**config.mk**
```make
export PLATFORM = sky130hd
export DESIGN_NAME = air_quality_index_from_pm_unit
export DESIGN_NICKNAME = d
export VERILOG_FILES = /design/src/hdl/aqi_pkg.sv /design/src/hdl/air_quality_index_from_pm_unit.sv /design/src/hdl/aqi_lane.sv
export SDC_FILE = /design/constraint.sdc
export NUM_CORES = 1
export LEC_CHECK = 0
export ABC_AREA = 1
export BUFFER_PORTS_ARGS = -buffer_cell sky130_fd_sc_hd__buf_4
export CORE_MARGIN = 5
export CORE_UTILIZATION = 65
export DETAILED_ROUTE_END_ITERATION = 8
export GPL_TIMING_DRIVEN = 0
export PLACE_DENSITY = 0.82
export SYNTH_ARGS = -nofsm -noshare
export SYNTH_HDL_FRONTEND = slang
export SYNTH_HIERARCHICAL = 1
export SYNTH_SLANG_ARGS = --single-unit
```
**constraint.sdc**
```tcl
create_clock -name clk -period 16.52 [get_ports clk]
set_input_delay 0.826 -clock clk [delete_from_list [all_inputs] [get_ports clk]]
set_output_delay 0.826 -clock clk [all_outputs]
set_load 0.005 [all_outputs]
```
**src/hdl/aqi_pkg.sv**
```systemverilog
// Shared types, breakpoint tables and constants for the particle-reading AQI block.
// Used by aqi_lane, air_quality_index_from_pm_unit and aqi_chk; depends on nothing.
`default_nettype none

package aqi_pkg;

    localparam int unsigned NUM_BREAKPOINTS = 8;
    localparam int unsigned TABLE_LEN       = 8;
    localparam int unsigned NB_USED = (NUM_BREAKPOINTS > TABLE_LEN) ? TABLE_LEN : NUM_BREAKPOINTS;
    localparam int unsigned NUM_SEG = NB_USED - 1;

    localparam int unsigned BP_W   = $clog2(TABLE_LEN);
    localparam int unsigned CONC_W = 16;
    localparam int unsigned IDX_W  = 9;
    localparam int unsigned OFF_W  = 8;   // widest segment span is 150
    localparam int unsigned DL2_W  = 8;   // twice the widest level step (200)
    localparam int unsigned X_W    = 15;  // 2*dl*off + span stays below 2^15
    localparam int unsigned RCP_SH = 24;
    localparam int unsigned RCP_W  = 19;
    localparam int unsigned PROD_W = X_W + RCP_W;
    localparam int unsigned Q_W    = 7;   // quotient never exceeds one level step

    // register stages in one lane, and in the whole path from an accepted beat to its result strobe
    localparam int unsigned LANE_LAT  = 5;
    localparam int unsigned PIPE_LAT  = LANE_LAT + 1;

    localparam logic [IDX_W-1:0] INDEX_MAX = 9'd500;

    typedef logic [CONC_W-1:0] conc_t;
    typedef logic [IDX_W-1:0]  index_t;
    typedef logic [BP_W-1:0]   bp_idx_t;

    typedef struct packed {
        conc_t pm25_conc;
        conc_t pm10_conc;
    } aqi_in_t;

    typedef struct packed {
        index_t pm25_index;
        index_t pm10_index;
        index_t overall_index;
    } aqi_out_t;

    typedef enum logic {
        POLL_PM25 = 1'b0,
        POLL_PM10 = 1'b1
    } poll_t;

    localparam conc_t PM25_CONC [TABLE_LEN] = '{
        16'd0, 16'd25, 16'd50, 16'd80, 16'd150, 16'd250, 16'd350, 16'd500
    };
    localparam conc_t PM10_CONC [TABLE_LEN] = '{
        16'd0, 16'd50, 16'd150, 16'd250, 16'd350, 16'd420, 16'd520, 16'd600
    };
    localparam index_t BP_LEVEL [TABLE_LEN] = '{
        9'd0, 9'd50, 9'd100, 9'd150, 9'd200, 9'd300, 9'd400, 9'd500
    };

    // ceil(2^24 / (2*span)) per segment; exact floor for every dividend below 2^15
    localparam longint unsigned RCP_ONE = 64'd1 << RCP_SH;
    localparam logic [RCP_W-1:0] PM25_RCP [TABLE_LEN-1] = '{
        RCP_W'((RCP_ONE + 50 - 1) / 50),
        RCP_W'((RCP_ONE + 50 - 1) / 50),
        RCP_W'((RCP_ONE + 60 - 1) / 60),
        RCP_W'((RCP_ONE + 140 - 1) / 140),
        RCP_W'((RCP_ONE + 200 - 1) / 200),
        RCP_W'((RCP_ONE + 200 - 1) / 200),
        RCP_W'((RCP_ONE + 300 - 1) / 300)
    };
    localparam logic [RCP_W-1:0] PM10_RCP [TABLE_LEN-1] = '{
        RCP_W'((RCP_ONE + 100 - 1) / 100),
        RCP_W'((RCP_ONE + 200 - 1) / 200),
        RCP_W'((RCP_ONE + 200 - 1) / 200),
        RCP_W'((RCP_ONE + 200 - 1) / 200),
        RCP_W'((RCP_ONE + 140 - 1) / 140),
        RCP_W'((RCP_ONE + 200 - 1) / 200),
        RCP_W'((RCP_ONE + 160 - 1) / 160)
    };

    function automatic conc_t bp_conc(poll_t p, bp_idx_t i);
        conc_t c;
        unique case (p)
            POLL_PM25: c = PM25_CONC[i];
            POLL_PM10: c = PM10_CONC[i];
            default:   c = PM25_CONC[i];
        endcase
        return c;
    endfunction

    function automatic logic [OFF_W-1:0] seg_span(poll_t p, bp_idx_t s);
        conc_t d;
        d = bp_conc(p, s + BP_W'(1)) - bp_conc(p, s);
        return d[OFF_W-1:0];
    endfunction

    function automatic logic [DL2_W-1:0] seg_dl2(bp_idx_t s);
        index_t d;
        d = BP_LEVEL[s + BP_W'(1)] - BP_LEVEL[s];
        return {d[DL2_W-2:0], 1'b0};
    endfunction

    function automatic logic [RCP_W-1:0] seg_rcp(poll_t p, bp_idx_t s);
        logic [RCP_W-1:0] r;
        unique case (p)
            POLL_PM25: r = PM25_RCP[s];
            POLL_PM10: r = PM10_RCP[s];
            default:   r = PM25_RCP[s];
        endcase
        return r;
    endfunction

endpackage

`default_nettype wire

```
**src/hdl/air_quality_index_from_pm_unit.sv**
```systemverilog
// Air quality index from a PM2.5/PM10 reading pair: two sub-index lanes and a max stage.
// Depends on aqi_pkg and aqi_lane.
// done is registered and comes in the same cycle as that beat's result on rsp.
// Throughput is set by the fully pipelined lanes: one beat per cycle; busy is never asserted.
// Reset clears the valid pipeline; payload registers are not reset.
`default_nettype none

module air_quality_index_from_pm_unit (
    input  wire logic             clk,
    input  wire logic             rst_n,
    input  wire logic             start,
    output logic                  busy,
    input  wire aqi_pkg::aqi_in_t req,
    output logic                  done,
    output aqi_pkg::aqi_out_t     rsp
);

    aqi_pkg::index_t pm25_idx;
    aqi_pkg::index_t pm10_idx;

    logic [aqi_pkg::LANE_LAT-1:0] vld_reg;
    logic [aqi_pkg::LANE_LAT-1:0] vld_next;
    logic                         done_reg;
    aqi_pkg::aqi_out_t            rsp_reg;
    aqi_pkg::aqi_out_t            rsp_next;

    assign busy = 1'b0;

    aqi_lane u_pm25 (
        .clk   (clk),
        .poll  (aqi_pkg::POLL_PM25),
        .conc  (req.pm25_conc),
        .index (pm25_idx)
    );

    aqi_lane u_pm10 (
        .clk   (clk),
        .poll  (aqi_pkg::POLL_PM10),
        .conc  (req.pm10_conc),
        .index (pm10_idx)
    );

    assign vld_next = {vld_reg[aqi_pkg::LANE_LAT-2:0], start & ~busy};

    always_comb
    begin
        rsp_next.pm25_index    = pm25_idx;
        rsp_next.pm10_index    = pm10_idx;
        rsp_next.overall_index = (pm25_idx > pm10_idx) ? pm25_idx : pm10_idx;
    end

    always_ff @(posedge clk or negedge rst_n)
    begin
        if (!rst_n)
        begin
            vld_reg  <= '0;
            done_reg <= 1'b0;
        end
        else
        begin
            vld_reg  <= vld_next;
            done_reg <= vld_reg[aqi_pkg::LANE_LAT-1];
        end
    end

    always_ff @(posedge clk)
    begin
        rsp_reg <= rsp_next;
    end

    assign done = done_reg;
    assign rsp  = rsp_reg;

endmodule

`default_nettype wire

```
**src/hdl/aqi_lane.sv**
```systemverilog
// One sub-index lane: segment search, offset, numerator, reciprocal multiply, level add.
// Five register stages; depends on aqi_pkg for tables and widths.
`default_nettype none

module aqi_lane (
    input  wire logic           clk,
    input  wire aqi_pkg::poll_t poll,
    input  wire aqi_pkg::conc_t conc,
    output aqi_pkg::index_t     index
);

    // stage 1: segment search
    logic                 hit;
    aqi_pkg::bp_idx_t     seg;
    aqi_pkg::conc_t       s1_conc_reg;
    aqi_pkg::bp_idx_t     s1_seg_reg;
    logic                 s1_sat_reg;

    // stage 2: offset into the segment
    logic [aqi_pkg::OFF_W-1:0] off_next;
    aqi_pkg::conc_t            off_full;
    logic [aqi_pkg::OFF_W-1:0] s2_off_reg;
    aqi_pkg::bp_idx_t          s2_seg_reg;
    logic                      s2_sat_reg;

    // stage 3: rounded numerator
    logic [aqi_pkg::OFF_W+aqi_pkg::DL2_W:0] x_full;
    logic [aqi_pkg::X_W-1:0]   s3_x_reg;
    aqi_pkg::bp_idx_t          s3_seg_reg;
    logic                      s3_sat_reg;

    // stage 4: multiply by reciprocal of twice the span
    logic [aqi_pkg::PROD_W-1:0] s4_prod_reg;
    aqi_pkg::bp_idx_t           s4_seg_reg;
    logic                       s4_sat_reg;

    // stage 5: level add and saturation
    aqi_pkg::index_t index_next;
    aqi_pkg::index_t s5_index_reg;

    // tables are increasing, so the first segment whose top covers the reading wins
    always_comb
    begin
        hit = 1'b0;
        seg = '0;
        for (int i = int'(aqi_pkg::NUM_SEG) - 1; i >= 0; i--)
        begin
            if (conc <= aqi_pkg::bp_conc(poll, aqi_pkg::BP_W'(i + 1)))
            begin
                hit = 1'b1;
                seg = aqi_pkg::BP_W'(i);
            end
        end
    end

    assign off_full = s1_conc_reg - aqi_pkg::bp_conc(poll, s1_seg_reg);
    assign off_next = off_full[aqi_pkg::OFF_W-1:0];

    assign x_full = (aqi_pkg::OFF_W + aqi_pkg::DL2_W + 1)'(aqi_pkg::seg_dl2(s2_seg_reg) * s2_off_reg)
                  + (aqi_pkg::OFF_W + aqi_pkg::DL2_W + 1)'(aqi_pkg::seg_span(poll, s2_seg_reg));

    always_comb
    begin
        if (s4_sat_reg)
            index_next = aqi_pkg::INDEX_MAX;
        else
            index_next = aqi_pkg::BP_LEVEL[s4_seg_reg]
                       + aqi_pkg::IDX_W'(s4_prod_reg[aqi_pkg::RCP_SH +: aqi_pkg::Q_W]);
    end

    always_ff @(posedge clk)
    begin
        s1_conc_reg  <= conc;
        s1_seg_reg   <= seg;
        s1_sat_reg   <= ~hit;

        s2_off_reg   <= off_next;
        s2_seg_reg   <= s1_seg_reg;
        s2_sat_reg   <= s1_sat_reg;

        s3_x_reg     <= x_full[aqi_pkg::X_W-1:0];
        s3_seg_reg   <= s2_seg_reg;
        s3_sat_reg   <= s2_sat_reg;

        s4_prod_reg  <= aqi_pkg::PROD_W'(s3_x_reg * aqi_pkg::seg_rcp(poll, s3_seg_reg));
        s4_seg_reg   <= s3_seg_reg;
        s4_sat_reg   <= s3_sat_reg;

        s5_index_reg <= index_next;
    end

    assign index = s5_index_reg;

endmodule

`default_nettype wire

```
==> flow_summary.ini <==
[clock_network]
ctsResizeCount = 0
tritoncts = yes
htreeDepth = 4
cts_root_buffer = clkbuf_16
cts.sinks = 159
cts_hold_buf = 0
post_cts_buffers = 0
clk_pin_slew_ns = 0.06
clkLatencyLatePin_ns = 0.47
numCtsBuffers = 17
clk_path_buf_depth = 2

[sta]
timing.final.crit_share_pct = 43.9
setup_tns_ns = 0
fin_crit_ns = 7.25
hold-worst-slack_ns = 0.157
worst_pin_slew_ns = 0.849
setup_ws_ns = 9.27
hold_violations = 0
rsz0062_at_grt = false
finClkSkew_ns = 0.00837
max-slew-margin-rel_pct = 42.8
final-setup-viol-count = 0
drv_slew = 0
fmaxAchievable_mhz = 138

[floorplan]
dieHeight_um = 224
rows = 78
die_x_um = 224
ios = 64
fp.coreArea_um2 = 45400
start_util_pct = 65.7
fp.dieArea_um2 = 50300

[layout]
final_cell_count_no_fill = 4630
nets = 4892
largest_reg_flops = 27
drive_gt1_share_pct = 4.25
syn2layout_area_growth_pct = 6.48

[critical_path]
crit_required_ns = 16.88
slowest_stage = dfxtp_1
end_kind = flop
crit_path_cell_trace = inv_2 > ha_1 > o211ai_1 > clkbuf_1 > nand2_1 > fa_1 > inv_1 > fa_1 > fa_1 > inv_1 > fa_1 > inv_1 > fa_1 > fa_1 > ha_1 > a21oi_1 > o21ai_0 > a21oi_1 > nor2_1 > a211oi_1 > nand2_1 > nand2_1 > nand2_1
reg2regPathDepth = 23
cpMostUsedCell = fa_1
cp-start-kind = flop
worstPathMaxFanout = 10
path_class = reg -> reg
cp.arrival_ns = 7.61
max_stage_delay_ns = 0.69

[global_routing]
grt_max_degree = 21
grt_first_pass_wirelength_mm = 124
grtUsageTotal_pct = 30.3
first_global_vias = 25600
grt-ovfl-total = 0
antenna_found_initial = 2

[route]
avgViaCountPerCell = 5.49
dr.pass1.iters = 6
via_count = 25400
antenna_left = 0
drt-total-wl_mm = 74.1
avgRoutedWirePerCell_um = 16.0
drc = 0
drt_iter0_markers = 2094

[place]
dp_hpwl_mm = 62.0
io_buffers = 62
dp_cells = 4596
pre_cts_slack_ns = 9.54
gp_congestion = 1.04

[synth]
ys_types = 62
synthFlopType = dfxtp_1
synthTopCellsByArea = fa_1, ha_1, inv_1
synth_area_um2 = 29800
synth_top_area_share_pct = 30.9
synth_top_cell_by_area = fa_1
yosysMostFrequentCell = inv_1
synth_cells = 3914
avgSynthCellArea_um2 = 7.62
ys_seq_elements = 159
synth_common_cells = inv_1, nand2_1, fa_1
synth_edf_count = 0
yosysSeqAreaShare_pct = 10.8
synth_warnings = 6
synth-async-reset-ratio_pct = 3.77

[flow_run]
drv_cap = 0

[hold_path]
hold_path.class = in -> async

[run_status]
status = completed
## metal layers
layer / vias to the layer above / part of all wire [%] / track usage [%]
met5: - / 0 / 0
met4: 0 / 3.6 / 10.0
met3: 237 / 11 / 8.39
met2: 1221 / 46 / 49.3
met1: 11900 / 40 / 39.7
li1: 12100 / - / -
## layout make-up
type | instances | area (um2)
multi-input combinational | 2797 | 23000
fill | 3787 | 13600
inverter | 901 | 3380
sequential | 159 | 3210
tap | 600 | 751
clock buffer | 22 | 484
timing repair buffer | 62 | 465
buffer | 77 | 325
clock inverter | 10 | 151
antenna | 2 | 5.00
## final timing paths
kind                       slack [ns]                     end                 start
max in group asynchronous       16.25              vld_reg[1]                 rst_n
setup / recovery                 9.27  u_pm25/s4_prod_reg[26]  u_pm25/s3_seg_reg[1]
hold / removal                   0.16              vld_reg[2]                 rst_n
min in group clk                 0.33       u_pm10/s4_sat_reg     u_pm10/s3_sat_reg
hold reg to reg                  0.33       u_pm10/s4_sat_reg     u_pm10/s3_sat_reg
setup reg to reg                 9.27  u_pm25/s4_prod_reg[26]  u_pm25/s3_seg_reg[1]
## critical path: cells and delay by family, from the launching register on
| kind | cells | cell delay [ns] |
|---|---|---|
| and+or+nand+nor | 5 | 0.45 |
| DFF | 1 | 0.69 |
| AOI/OAI and AO/OA | 5 | 1.41 |
| buffers and inverters | 5 | 0.91 |
| adders and majority gates | 8 | 3.67 |
## layout by cell type (no fill, tap or decap), types with 13 or more instances in the layout
cell / n
o21ai_0: 89
inv_1: 870
inv_2: 15
nand2_1: 806
nand4_1: 34
fa_1: 460
xnor2_1: 33
a21oi_1: 157
nor2_1: 452
buf_4: 63
nor3_1: 42
nand3_1: 98
xor2_1: 51
conb_1: 22
a31oi_1: 17
clkinv_1: 16
clkbuf_16: 17
dfxtp_1: 153
clkbuf_1: 56
nor4_1: 13
buf_2: 13
ha_1: 382
## stage by stage
| stage | area, um2 | util [%] |
|---|---|---|
| after detailed placement | 31100 | 68.6 |
| after global placement | 31100 | 68.6 |
| final | 31800 | 70.0 |
| after floorplan | 29900 | - |
| after CTS | 31800 | 70.0 |
| after global routing | 31800 | 70.0 |
## logic make-up (layout without fill, tap and decap cells)
group | count (synthesis) | after routing | synth area share (%)
AOI/OAI and AO/OA | 347 | 347 | 6.64
xor gates and xnor gates | 88 | 88 | 2.68
adders and majority gates | 842 | 842 | 46.9
buffers and inverters | 978 | 1072 | 12.4
DFF | 159 | 159 | 10.8
other | 2 | 24 | 0.0252
and+or+nand+nor | 1498 | 1498 | 20.6
Power is not shown: default switching activity piles up to over one toggle a cycle in this logic, so the estimate is an artifact.
